==> src/rtl/orav_pkg.sv <==
// shared constants, types and state codes of the outlier-rejecting average
package orav_pkg;

	localparam int WINDOW_DEPTH = 16;
	localparam int SAMPLE_W     = 10;
	localparam int SMOOTH_W     = 11;
	localparam int CNT_W        = $clog2(WINDOW_DEPTH + 1);
	localparam int ADDR_W       = (WINDOW_DEPTH > 1) ? $clog2(WINDOW_DEPTH) : 1;
	localparam int SUM_W        = SAMPLE_W + CNT_W;
	localparam int DSTEP_W      = $clog2(SUM_W);
	localparam int QUEUE_DEPTH  = 4;
	localparam int QPTR_W       = $clog2(QUEUE_DEPTH);
	localparam int S_TDATA_W    = 16;
	localparam int M_TDATA_W    = 16;

	localparam logic signed [SMOOTH_W-1:0] SMOOTH_NONE = -11'sd1;

	// one queued sample, already classified by the front end
	typedef struct packed {
		logic                ovf;
		logic                last;
		logic                store;
		logic [SAMPLE_W-1:0] value;
	} orav_item_t;

	typedef struct packed {
		logic             start;
		logic [SUM_W-1:0] dividend;
		logic [CNT_W-1:0] divisor;
	} orav_div_req_t;

	typedef struct packed {
		logic             done;
		logic [SUM_W-1:0] quotient;
	} orav_div_rsp_t;

	typedef enum logic [2:0] {
		ST_LOAD,
		ST_SUM,
		ST_MEAN_DIV,
		ST_DEV,
		ST_DEV_DIV,
		ST_SEL,
		ST_SEL_DIV,
		ST_EMIT
	} orav_state_t;

endpackage

==> src/rtl/orav_div.sv <==
// radix-2 restoring divider, one quotient bit per cycle
module orav_div (
	input  logic                   clk,
	input  logic                   arst_n,
	input  orav_pkg::orav_div_req_t req,
	output orav_pkg::orav_div_rsp_t rsp
);
	import orav_pkg::*;

	logic               busy_q;
	logic               done_q;
	logic [DSTEP_W-1:0] step_q;
	logic [CNT_W-1:0]   rem_q;
	logic [SUM_W-1:0]   quo_q;
	logic [CNT_W-1:0]   dvs_q;
	logic [CNT_W:0]     rem_sh;
	logic [CNT_W:0]     rem_diff;
	logic               fits;

	assign rem_sh   = {rem_q, quo_q[SUM_W-1]};
	assign fits     = rem_sh >= {1'b0, dvs_q};
	assign rem_diff = rem_sh - {1'b0, dvs_q};

	always_ff @(posedge clk or negedge arst_n) begin
		if (!arst_n) begin
			busy_q <= 1'b0;
			done_q <= 1'b0;
			step_q <= '0;
		end else begin
			done_q <= 1'b0;
			if (req.start) begin
				busy_q <= 1'b1;
				step_q <= '0;
			end else if (busy_q) begin
				step_q <= step_q + DSTEP_W'(1);
				if (step_q == DSTEP_W'(SUM_W - 1)) begin
					busy_q <= 1'b0;
					done_q <= 1'b1;
				end
			end
		end
	end

	always_ff @(posedge clk) begin
		if (req.start) begin
			rem_q <= '0;
			quo_q <= req.dividend;
			dvs_q <= req.divisor;
		end else if (busy_q) begin
			rem_q <= fits ? rem_diff[CNT_W-1:0] : rem_sh[CNT_W-1:0];
			quo_q <= {quo_q[SUM_W-2:0], fits};
		end
	end

	assign rsp.done     = done_q;
	assign rsp.quotient = quo_q;

endmodule

==> src/rtl/orav_queue.sv <==
// short first-in first-out queue of classified samples
module orav_queue (
	input  logic                clk,
	input  logic                arst_n,
	input  logic                push,
	input  orav_pkg::orav_item_t push_item,
	output logic                full,
	input  logic                pop,
	output orav_pkg::orav_item_t pop_item,
	output logic                not_empty
);
	import orav_pkg::*;

	orav_item_t        slot_q [QUEUE_DEPTH];
	logic [QPTR_W-1:0] wr_ptr_q;
	logic [QPTR_W-1:0] rd_ptr_q;
	logic [QPTR_W:0]   fill_q;
	logic              do_push;
	logic              do_pop;

	assign full      = fill_q == (QPTR_W + 1)'(QUEUE_DEPTH);
	assign not_empty = fill_q != '0;
	assign do_push   = push && !full;
	assign do_pop    = pop && not_empty;
	assign pop_item  = slot_q[rd_ptr_q];

	always_ff @(posedge clk or negedge arst_n) begin
		if (!arst_n) begin
			wr_ptr_q <= '0;
			rd_ptr_q <= '0;
			fill_q   <= '0;
		end else begin
			if (do_push) wr_ptr_q <= wr_ptr_q + QPTR_W'(1);
			if (do_pop)  rd_ptr_q <= rd_ptr_q + QPTR_W'(1);
			if (do_push && !do_pop) fill_q <= fill_q + (QPTR_W + 1)'(1);
			else if (do_pop && !do_push) fill_q <= fill_q - (QPTR_W + 1)'(1);
		end
	end

	always_ff @(posedge clk) begin
		if (do_push) slot_q[wr_ptr_q] <= push_item;
	end

endmodule

==> src/rtl/orav_front.sv <==
// front end: takes samples, decides keep or drop and tracks window overflow
module orav_front (
	input  logic                      clk,
	input  logic                      arst_n,
	input  logic                      in_valid,
	output logic                      in_ready,
	input  logic [orav_pkg::SAMPLE_W-1:0] sample_value,
	input  logic                      sample_present,
	input  logic                      window_end,
	input  logic                      queue_full,
	output logic                      push,
	output orav_pkg::orav_item_t       item
);
	import orav_pkg::*;

	logic [CNT_W-1:0] cnt_q;
	logic             ovf_q;
	logic             accept;
	logic             room;
	logic             keep;
	logic             drop;

	assign in_ready = !queue_full;
	assign accept   = in_valid && in_ready;
	assign room     = cnt_q != CNT_W'(WINDOW_DEPTH);
	assign keep     = sample_present && room;
	assign drop     = sample_present && !room;

	assign item.value = sample_value;
	assign item.store = keep;
	assign item.last  = window_end;
	assign item.ovf   = ovf_q || drop;
	// absent samples that do not close the window need no slot
	assign push       = accept && (keep || window_end);

	always_ff @(posedge clk or negedge arst_n) begin
		if (!arst_n) begin
			cnt_q <= '0;
			ovf_q <= 1'b0;
		end else if (accept) begin
			if (window_end) begin
				cnt_q <= '0;
				ovf_q <= 1'b0;
			end else begin
				if (keep) cnt_q <= cnt_q + CNT_W'(1);
				if (drop) ovf_q <= 1'b1;
			end
		end
	end

endmodule

==> src/rtl/orav_back.sv <==
// back end: window store, three passes, shared divider and result register
module orav_back (
	input  logic                              clk,
	input  logic                              arst_n,
	input  orav_pkg::orav_item_t               item,
	input  logic                              item_valid,
	output logic                              pop,
	output logic                              out_valid,
	input  logic                              out_ready,
	output logic signed [orav_pkg::SMOOTH_W-1:0] smoothed,
	output logic                              overflowed
);
	import orav_pkg::*;

	orav_state_t         state_q;
	orav_state_t         state_nx;
	logic [SAMPLE_W-1:0] win_mem_q [WINDOW_DEPTH];
	logic [CNT_W-1:0]    n_q;
	logic [CNT_W-1:0]    n_next;
	logic [CNT_W-1:0]    idx_q;
	logic                rvalid_s1;
	logic [SAMPLE_W-1:0] rdata_s1;
	logic [SUM_W-1:0]    acc_q;
	logic [CNT_W-1:0]    sel_n_q;
	logic [SAMPLE_W-1:0] mean_q;
	logic [SAMPLE_W-1:0] dev_q;
	logic                ovf_q;
	logic signed [SMOOTH_W-1:0] res_q;
	logic                out_valid_q;
	logic signed [SMOOTH_W-1:0] out_smoothed_q;
	logic                out_ovf_q;
	logic                in_pass;
	logic                issue;
	logic                pass_done;
	logic                emit_ok;
	logic [SAMPLE_W-1:0] gap;
	logic                sel_hit;
	orav_div_req_t       div_req;
	orav_div_rsp_t       div_rsp;

	orav_div u_div (
		.clk    (clk),
		.arst_n (arst_n),
		.req    (div_req),
		.rsp    (div_rsp)
	);

	assign n_next  = n_q + CNT_W'(item.store);
	assign gap     = (rdata_s1 > mean_q) ? rdata_s1 - mean_q : mean_q - rdata_s1;
	assign sel_hit = (dev_q == '0) || (gap <= dev_q);

	// outputs of the sequencer
	always_comb begin
		in_pass   = (state_q == ST_SUM) || (state_q == ST_DEV) || (state_q == ST_SEL);
		pop       = (state_q == ST_LOAD) && item_valid;
		issue     = in_pass && (idx_q != n_q);
		pass_done = in_pass && (idx_q == n_q) && !rvalid_s1;
		emit_ok   = (state_q == ST_EMIT) && (!out_valid_q || out_ready);
		div_req.start    = pass_done && ((state_q != ST_SEL) || (sel_n_q != '0));
		div_req.dividend = acc_q;
		div_req.divisor  = (state_q == ST_SEL) ? sel_n_q : n_q;
	end

	// next state
	always_comb begin
		state_nx = state_q;
		unique case (state_q)
			ST_LOAD: begin
				if (pop && item.last) state_nx = (n_next == '0) ? ST_EMIT : ST_SUM;
			end
			ST_SUM: begin
				if (pass_done) state_nx = ST_MEAN_DIV;
			end
			ST_MEAN_DIV: begin
				if (div_rsp.done) state_nx = ST_DEV;
			end
			ST_DEV: begin
				if (pass_done) state_nx = ST_DEV_DIV;
			end
			ST_DEV_DIV: begin
				if (div_rsp.done) state_nx = ST_SEL;
			end
			ST_SEL: begin
				if (pass_done) state_nx = (sel_n_q == '0) ? ST_EMIT : ST_SEL_DIV;
			end
			ST_SEL_DIV: begin
				if (div_rsp.done) state_nx = ST_EMIT;
			end
			ST_EMIT: begin
				if (emit_ok) state_nx = ST_LOAD;
			end
			default: state_nx = ST_LOAD;
		endcase
	end

	always_ff @(posedge clk or negedge arst_n) begin
		if (!arst_n) begin
			state_q     <= ST_LOAD;
			n_q         <= '0;
			idx_q       <= '0;
			rvalid_s1   <= 1'b0;
			out_valid_q <= 1'b0;
		end else begin
			state_q   <= state_nx;
			rvalid_s1 <= issue;
			if (issue) idx_q <= idx_q + CNT_W'(1);
			if (pop) begin
				n_q <= n_next;
				if (item.last) idx_q <= '0;
			end
			if (((state_q == ST_MEAN_DIV) || (state_q == ST_DEV_DIV)) && div_rsp.done)
				idx_q <= '0;
			if (emit_ok) begin
				out_valid_q <= 1'b1;
				n_q         <= '0;
			end else if (out_valid_q && out_ready) begin
				out_valid_q <= 1'b0;
			end
		end
	end

	always_ff @(posedge clk) begin
		if (pop && item.store) win_mem_q[n_q[ADDR_W-1:0]] <= item.value;
		if (issue) rdata_s1 <= win_mem_q[idx_q[ADDR_W-1:0]];
	end

	always_ff @(posedge clk) begin
		if (pop && item.last) begin
			ovf_q <= item.ovf;
			acc_q <= '0;
			res_q <= SMOOTH_NONE;
		end
		if (rvalid_s1) begin
			unique case (state_q)
				ST_SUM: acc_q <= acc_q + SUM_W'(rdata_s1);
				ST_DEV: acc_q <= acc_q + SUM_W'(gap);
				ST_SEL: begin
					if (sel_hit) begin
						acc_q   <= acc_q + SUM_W'(rdata_s1);
						sel_n_q <= sel_n_q + CNT_W'(1);
					end
				end
				default: acc_q <= acc_q;
			endcase
		end
		if (div_rsp.done) begin
			unique case (state_q)
				ST_MEAN_DIV: begin
					mean_q <= div_rsp.quotient[SAMPLE_W-1:0];
					acc_q  <= '0;
				end
				ST_DEV_DIV: begin
					dev_q   <= div_rsp.quotient[SAMPLE_W-1:0];
					acc_q   <= '0;
					sel_n_q <= '0;
				end
				ST_SEL_DIV: res_q <= {1'b0, div_rsp.quotient[SAMPLE_W-1:0]};
				default: res_q <= res_q;
			endcase
		end
		if (emit_ok) begin
			out_smoothed_q <= res_q;
			out_ovf_q      <= ovf_q;
		end
	end

	assign out_valid  = out_valid_q;
	assign smoothed   = out_smoothed_q;
	assign overflowed = out_ovf_q;

endmodule

==> src/rtl/outlier_rejecting_average_core.sv <==
// outlier_rejecting_average_core: top level, outlier-rejecting window average
// throughput: one sample per cycle into the front end while the four-entry queue has room
// the back end drains one queued sample per cycle while loading a window
// after the window end the result follows three memory passes over the n stored samples,
// each followed by a division on the one shared divider; an empty window skips them all
// reset: asynchronous, clears counts, queue, sequencer and result valid; the store is not cleared
module outlier_rejecting_average_core (
	input  logic                           clk,
	input  logic                           arst_n,
	// sample stream
	input  logic                           s_axis_tvalid,
	output logic                           s_axis_tready,
	input  logic [orav_pkg::S_TDATA_W-1:0] s_axis_tdata,  // [9:0] sample_value, rest unused
	input  logic [0:0]                     s_axis_tuser,  // [0] sample_present
	input  logic                           s_axis_tlast,  // window_end
	// result stream
	output logic                           m_axis_tvalid,
	input  logic                           m_axis_tready,
	output logic [orav_pkg::M_TDATA_W-1:0] m_axis_tdata,  // [10:0] smoothed (signed), rest zero
	output logic [0:0]                     m_axis_tuser   // [0] overflowed
);
	import orav_pkg::*;

	logic                       q_full;
	logic                       q_push;
	logic                       q_pop;
	logic                       q_not_empty;
	orav_item_t                 push_item;
	orav_item_t                 head_item;
	logic signed [SMOOTH_W-1:0] smoothed;
	logic                       overflowed;

	// front end: classifies each sample as kept, dropped on overflow or skipped
	orav_front u_front (
		.clk            (clk),
		.arst_n         (arst_n),
		.in_valid       (s_axis_tvalid),
		.in_ready       (s_axis_tready),
		.sample_value   (s_axis_tdata[SAMPLE_W-1:0]),
		.sample_present (s_axis_tuser[0]),
		.window_end     (s_axis_tlast),
		.queue_full     (q_full),
		.push           (q_push),
		.item           (push_item)
	);

	// decoupling queue, lets the front keep taking samples while the back computes
	orav_queue u_queue (
		.clk       (clk),
		.arst_n    (arst_n),
		.push      (q_push),
		.push_item (push_item),
		.full      (q_full),
		.pop       (q_pop),
		.pop_item  (head_item),
		.not_empty (q_not_empty)
	);

	// back end: mean, mean absolute deviation, then the mean of the samples within it
	orav_back u_back (
		.clk        (clk),
		.arst_n     (arst_n),
		.item       (head_item),
		.item_valid (q_not_empty),
		.pop        (q_pop),
		.out_valid  (m_axis_tvalid),
		.out_ready  (m_axis_tready),
		.smoothed   (smoothed),
		.overflowed (overflowed)
	);

	// pack the result transaction, padding bits held at zero
	assign m_axis_tdata = {{(M_TDATA_W - SMOOTH_W){1'b0}}, smoothed};
	assign m_axis_tuser = overflowed;

endmodule

==> config.mk <==
export PLATFORM = sky130hd
export DESIGN_NAME = outlier_rejecting_average_core
export DESIGN_NICKNAME = d
export VERILOG_FILES = /design/src/rtl/orav_pkg.sv /design/src/rtl/orav_div.sv /design/src/rtl/orav_queue.sv /design/src/rtl/orav_front.sv /design/src/rtl/orav_back.sv /design/src/rtl/outlier_rejecting_average_core.sv
export SDC_FILE = /design/constraint.sdc
export NUM_CORES = 1
export LEC_CHECK = 0
export BUFFER_PORTS_ARGS = -buffer_cell sky130_fd_sc_hd__buf_2
export CAP_MARGIN = 20
export CORE_ASPECT_RATIO = 2
export CORE_UTILIZATION = 52
export CTS_CLUSTER_DIAMETER = 150
export CTS_CLUSTER_SIZE = 10
export DETAILED_ROUTE_END_ITERATION = 6
export PLACE_DENSITY_LB_ADDON = 0.15
export SLEW_MARGIN = 30
export SYNTH_ARGS = -nofsm -noshare
export SYNTH_HDL_FRONTEND = slang
export SYNTH_HIERARCHICAL = 1
export SYNTH_SLANG_ARGS = --single-unit
==> constraint.sdc <==
create_clock -name clk -period 10.3 [get_ports clk]
set_clock_uncertainty 0.15 [all_clocks]
set_input_delay 1.03 -clock clk [delete_from_list [all_inputs] [get_ports clk]]
set_output_delay 1.03 -clock clk [all_outputs]
set_load 0.05 [all_outputs]
==> impl_metrics.ini, run 1 <==
[synth]
synth_top_family_by_area = multiplexers
syn-cell-area_um2 = 16600
ys_ff_latch = 345
synth-edff-count = 286
synth_cells = 1171
synthAdderAreaFrac_pct = 6.14
ys.flop_type = edfxtp_1
syn_area_per_cell_um2 = 14.2
yosysTopAreaCell = edfxtp_1
synthTopCellsByCount = edfxtp_1 (286), ha_1 (72), nor2_1 (72)
synth-xor-area-share_pct = 2.58
yosysWarnings = 6
synth_top_area_share_pct = 51.7
muxShareOfSynthArea_pct = 10.5
synthSimpleGateAreaFrac_pct = 8.28
postSynth.asyncResetShare_pct = 9.86
yosysSeqAreaShare_pct = 59.8
synth_cell_type_count = 95
synth_compound_area_share_pct = 8.94
yosysMostFrequentCell = edfxtp_1
synthTopCellsByArea = edfxtp_1 (52%), mux4_2 (8.5%), ha_1 (5.4%), dfrtp_1 (5.1%), dfxtp_1 (3.0%)

[power]
power.share.switching_pct = 22.0
switchingPower_uw = 664
cellPowerDensity_nw_per_um2 = 165
pwr-share-comb_pct = 4.9
power_frac_seq_pct = 52.8
peakVddDrop_v = 0.000143
finalPower_mw = 3.02
p_int_mw = 2.36
p_leak_nw = 6.62
clockPowerShare_pct = 42.3

[detailed_routing]
wire_per_inst_um = 23.0
dr.first_iter.drc_count = 565
wirelength_um = 38100
viasPerCell = 5.88
ant_nets = 0
drc_errors = 0
vias = 9748
firstDrtPassIters = 5

[floorplan]
coreArea_um2 = 31400
rows = 92
start_util_pct = 52.9
fp.dieArea_um2 = 32700
fp.dieW_um = 128
die_h_um = 255
pin_count = 41

[global_routing]
antenna_found_initial = 0
track_usage_pct = 24.4
overflow = 0
grt_pass1_wl_um = 57800
grt_max_degree = 45
grt_pass1_vias = 10000

[cts]
clockBufferDepth = 3
cts_buffers = 40
clk_latency_ps = 550
cts-root-buf = clkbuf_16
htreeDepth = 2
cts_resized = 0
post_cts_buffers = 0
cts_hold_buffers = 0
cts.sinks = 345
cts_tree = built
cts.clk_slew.worst_paths_ps = 60

[place]
dpl.hpwl_um = 27000
placed_cell_area_um2 = 17100
routabilityCongestion = 0.856
place_ws_ps = 4850
place_inst = 1584
portBuffers = 29

[sta]
slew_headroom_pct = 38.3
setup_viol = 0
timing.fmax_ghz = 0.181
period_needed_ps = 5530
finalCritPeriodShare_pct = 53.7
fin_setup_tns_ps = 0
slew_violations = 0
fin_ws_ps = 4770
rsz0062_at_grt = false
finalHoldViolCount = 0
tightest_slew_ps = 925

[cells_and_area]
design_area_um2 = 18300
area_growth_pct = 10.1
final_cells = 1657
num_antenna_cells = 0
fill_cells = 2542
drive_gt1_share_pct = 17.6
multiInputGateArea_um2 = 6070
fin_nets = 1303
seq_area_um2 = 9940

[setup_path]
crit_path_end_kind = flop
required_ps = 10550
critPathArrivalTime_ps = 5790
path_class = flop to flop
critPathMaxFanout = 13
startpoint_type = flop

[job]
cap_violations = 0

[run_status]
status = complete, no violations

[hold_path]
hp-class = flop to flop
==> critical path, cell delays in order (launching register included) <==
cell and delay, ps:
edfxtp_1 520, inv_1 80, ha_1 430, nand4_1 210, nor4_4 360, a21oi_1 130, a21oi_4 380, mux2i_1 260
a2bb2oi_1 90, o21ai_1 100, xor2_1 550, ha_1 370, nand4_1 130, a211oi_1 60, a2111o_2 570, nand3_4 170
mux2_1 340, a221o_1 290, a21oi_1 140, nor2_1 50
==> kinds of logic (layout without fill, tap and decap cells) <==
| family | count (synthesis) | in the layout |
|---|---|---|
| AO/OA/AOI/OAI | 210 | 210 |
| XOR/XNOR | 49 | 49 |
| adder cells (fa/ha/maj) | 78 | 78 |
| buffers and inverters | 132 | 191 |
| flip-flops | 345 | 345 |
| multiplexers | 92 | 92 |
| other | 1 | 5 |
| AND/OR/NAND/NOR | 264 | 264 |
==> sequential cells by signal, indices dropped and copies added, names as in the netlist, 10 cells and up <==
| name | flops |
|---|---|
| u_back/win_mem_q | 160 |
| u_back/res_q | 11 |
| u_back/acc_q | 15 |
| u_back/smoothed | 11 |
| u_back/mean_q | 10 |
| u_back/dev_q | 10 |
| u_back/u_div/quo_q | 15 |
| u_back/rdata_s1 | 10 |
| u_queue/slot_q | 52 |
==> final timing paths <==
check                      cells after the start  slack (ps)                     end          startpoint
hold / removal                                 0         280       u_back/overflowed        u_back/ovf_q
max in group asynchronous                      1        8970         u_back/idx_q[0]              arst_n
min in group asynchronous                      1         420  u_back/u_div/step_q[1]              arst_n
hold reg to reg                                0         280       u_back/overflowed        u_back/ovf_q
setup reg to reg                              19        4770         u_back/acc_q[3]  u_back/rdata_s1[6]
setup / recovery                              19        4770         u_back/acc_q[3]  u_back/rdata_s1[6]
==> power by group through the flow <==
stage          clock [mW]  sequential, mW  combinational (mW)
5_1_grt              1.35            1.60               0.165
2_1_floorplan           0            1.62               0.113
4_1_cts              1.31            1.60               0.152
3_5_place_dp            0            1.63               0.150
3_3_place_gp            0            1.62               0.145
6_report             1.28            1.60               0.147
==> cells in the final DEF (no fill, tap or decap), drive strengths merged, types with 6 or more instances in the layout <==
master | synthesis | layout
a211oi | 14 | 14
a21o | 18 | 18
a21oi | 50 | 50
a31oi | 7 | 7
and2 | 10 | 10
and3 | 12 | 12
buf | 36 | 54
clkbuf | 32 | 69
dfrtp | 34 | 34
dfxtp | 25 | 25
edfxtp | 286 | 286
fa | 6 | 6
ha | 72 | 72
inv | 64 | 66
mux2 | 21 | 21
mux2i | 8 | 8
mux4 | 63 | 63
nand2 | 68 | 68
nand2b | 7 | 7
nand3 | 25 | 25
nand4 | 16 | 16
nor2 | 74 | 74
nor2b | 8 | 8
nor3 | 17 | 17
nor4 | 6 | 6
o211ai | 8 | 8
o21ai | 45 | 45
o21bai | 7 | 7
o22ai | 7 | 7
xnor2 | 25 | 25
xor2 | 24 | 24
==> area by class of cell <==
cell class                 instances  share of cell area, %
sequential                       345                   54.3
timing repair buffer              54                   1.82
clock buffer                      69                   6.07
clock inverter                     4                  0.362
tap                              423                   2.89
multi-input combinational        698                   33.2
inverter                          64                   1.31
==> metal layers <==
metal / track usage (%) / share of wire [%] / wire length [um]
met1: 23.9 / 33 / 12600
met2: 48.0 / 58 / 22300
met3: 2.69 / 2.8 / 1050
met4: 13.8 / 5.6 / 2130
met5: 0 / 0 / 0
==> per-stage QoR <==
stage                     hold WS (ps)  utilization [%]
after floorplan                    250                -
after global placement             252             54.5
after detailed placement           269             54.5
after CTS                          282             58.2
after global routing               290             58.2
final                              279             58.2
Power figures use the tool's default switching activity.
==> run 2, diff against run 1 <==
--- a/config.mk
+++ b/config.mk
@@ -5,6 +5,7 @@
 export SDC_FILE = /design/constraint.sdc
 export NUM_CORES = 1
 export LEC_CHECK = 0
+export ABC_AREA = 1
 export BUFFER_PORTS_ARGS = -buffer_cell sky130_fd_sc_hd__buf_2
 export CAP_MARGIN = 20
 export CORE_ASPECT_RATIO = 2
==> constraint.sdc (replaced) <==
create_clock -name clk -period 5.5 [get_ports clk]
set_clock_uncertainty 0.15 [all_clocks]
set_input_delay 0.55 -clock clk [delete_from_list [all_inputs] [get_ports clk]]
set_output_delay 0.55 -clock clk [all_outputs]
set_load 0.05 [all_outputs]
==> impl_metrics.ini, run 2 <==
[detailed_routing]
ant_nets = 0
drc_errors = 0
viasPerCell = 5.52
wirelength_um = 43400
firstDrtPassIters = 5
wire_per_inst_um = 19.1
dr.first_iter.drc_count = 797
vias = 12500

[sta]
rsz0062_at_grt = false
slew_headroom_pct = 34.8
fin_setup_tns_ps = 0
period_needed_ps = 4660
timing.fmax_ghz = 0.214
slew_violations = 0
finalCritPeriodShare_pct = 84.8
tightest_slew_ps = 974
setup_viol = 0
finalHoldViolCount = 0

[floorplan]
coreArea_um2 = 33000
rows = 94
die_h_um = 261
pin_count = 41
fp.dieArea_um2 = 34400
start_util_pct = 52.9
fp.dieW_um = 132

[cts]
cts.sinks = 345
cts_buffers = 40
cts_tree = built
clockBufferDepth = 3
cts.clk_slew.worst_paths_ps = 60
clk_latency_ps = 540
cts-root-buf = clkbuf_16
post_cts_buffers = 0
htreeDepth = 2

[synth]
synth-edff-count = 286
yosysMostFrequentCell = nand2_1
synth_top_area_share_pct = 49.1
yosysTopAreaCell = edfxtp_1
yosysWarnings = 6
ys.flop_type = edfxtp_1
synth_cells = 1805
synth_cell_type_count = 58
postSynth.asyncResetShare_pct = 9.86
yosysSeqAreaShare_pct = 56.8
syn-cell-area_um2 = 17500
synthTopCellsByCount = nand2_1 (375), edfxtp_1 (286), inv_1 (194), nor2_1 (194), o21ai_0 (130)
ys_ff_latch = 345
syn_area_per_cell_um2 = 9.69
synthTopCellsByArea = edfxtp_1 (49%), nand2_1 (8.0%), ha_1 (5.2%), dfrtp_1 (4.9%), inv_1 (4.2%)

[setup_path]
critPathArrivalTime_ps = 4960
critPathMaxFanout = 15
crit_path_end_kind = flop
path_class = flop to flop
required_ps = 5800
startpoint_type = flop

[place]
dpl.hpwl_um = 30800
routabilityCongestion = 0.967
portBuffers = 29

[cells_and_area]
num_antenna_cells = 0
final_common_cell = nand2_1
layout_common_cells = nand2_1 (375), edfxtp_1 (286), inv_1 (194)
area_growth_pct = 8.68
largest_reg_flops = 160
drive_gt1_share_pct = 8.27
utilization_pct = 57.5
fin_nets = 1915
fill_cells = 2881

[global_routing]
grt_pass1_wl_um = 67600
grt_max_degree = 84
overflow = 0
grt_pass1_vias = 12600
antenna_found_initial = 0
track_usage_pct = 25.9

[hold_path]
hp-class = input port to flop

[job]
cap_violations = 0

[power]
p_leak_nw = 7.77
cellPowerDensity_nw_per_um2 = 621
peakVddDrop_v = 0.000367

[run_status]
status = complete, no violations
-- run 2: final cells by class --
class                           instances  area [um^2]  area share [%]
Timing Repair Buffer                   45          268            1.41
Multi-Input combinational cell       1177         6370            33.5
Sequential cell                       345         9940            52.3
Clock inverter                          3         32.5           0.171
Inverter                              206          778            4.09
Tap cell                              432          541            2.84
Clock buffer                           61         1080            5.68
-- run 2: kinds of logic after synthesis --
| logic type | share of synthesized area [%] |
|---|---|
| AND/OR/NAND/NOR | 18.6 |
| other | 0.0214 |
| flip-flops | 56.8 |
| adder cells (fa/ha/maj) | 5.84 |
| XOR/XNOR | 1.55 |
| AO/OA/AOI/OAI | 10.1 |
| buffers and inverters | 7.07 |
-- run 2: timing repair --
item	in CTS	in global routing
endpoints found under the hold margin	33	0
hold buffers	1	0
resized for setup	0	0
-- run 2: worst paths after layout --
check,startpoint,endpoint,slack (ps),cells past startpoint
max,u_back/rdata_s1[0],u_back/acc_q[8],840,27
min,s_axis_tdata[2],u_queue/slot_q[2][2],80,1
max reg2reg,u_back/rdata_s1[0],u_back/acc_q[8],840,27
min reg2reg,u_back/ovf_q,u_back/overflowed,280,0
max in group asynchronous,arst_n,u_back/idx_q[0],4120,2
min in group asynchronous,arst_n,u_queue/wr_ptr_q[0],510,2
-- run 2: metrics by stage --
step / hold WS [ps] / cells / total power, mW / setup slack (ps) / cell area, um^2
after floorplan: 104 / 1809 / 7.89 / 1990 / 17500
after global placement: 258 / 2204 / 9.37 / 887 / 17900
after detailed placement: 262 / 2204 / 9.52 / 862 / 17900
after CTS: 55.0 / 2269 / 11.9 / 838 / 19000
after global routing: 69.4 / 2269 / 12.7 / 386 / 19000
final: 80.7 / 2269 / 11.8 / 836 / 19000
-- run 2: report_power, final --
part	switching [mW]	total, mW	leakage (nW)	internal [mW]
logic	3.70	5.33	4.02	1.62
registers	0.499	4.16	3.21	3.66
clock network	0.984	2.33	0.529	1.34
-- run 2: worst max-delay path, stage by stage, from the launching register on --
cell and delay, ps:
edfxtp_1 420, inv_1 60, ha_1 190, inv_1 140, fa_1 260, inv_1 70, o21bai_1 230, nand2_1 80
nand2_1 80, nand2_1 50, nand2_1 50, nand2_1 230, inv_2 220, nand2_1 70, nand2_1 70, xor2_1 310
ha_1 300, nand2_1 100, nor2_2 60, nand3_1 70, nand3_1 250, nand2_2 380, nand2_1 130, nand2_2 200
inv_1 60, o21ai_1 130, nand2_1 60, a21oi_1 150
-- run 2: layer usage --
layer | global-route usage, % | vias up | share of wire (%)
li1 | - | 6139 | -
met1 | 25.5 | 5923 | 35
met2 | 49.8 | 323 | 55
met3 | 2.77 | 138 | 3.3
met4 | 18.8 | 0 | 7.3
met5 | 0 | - | 0
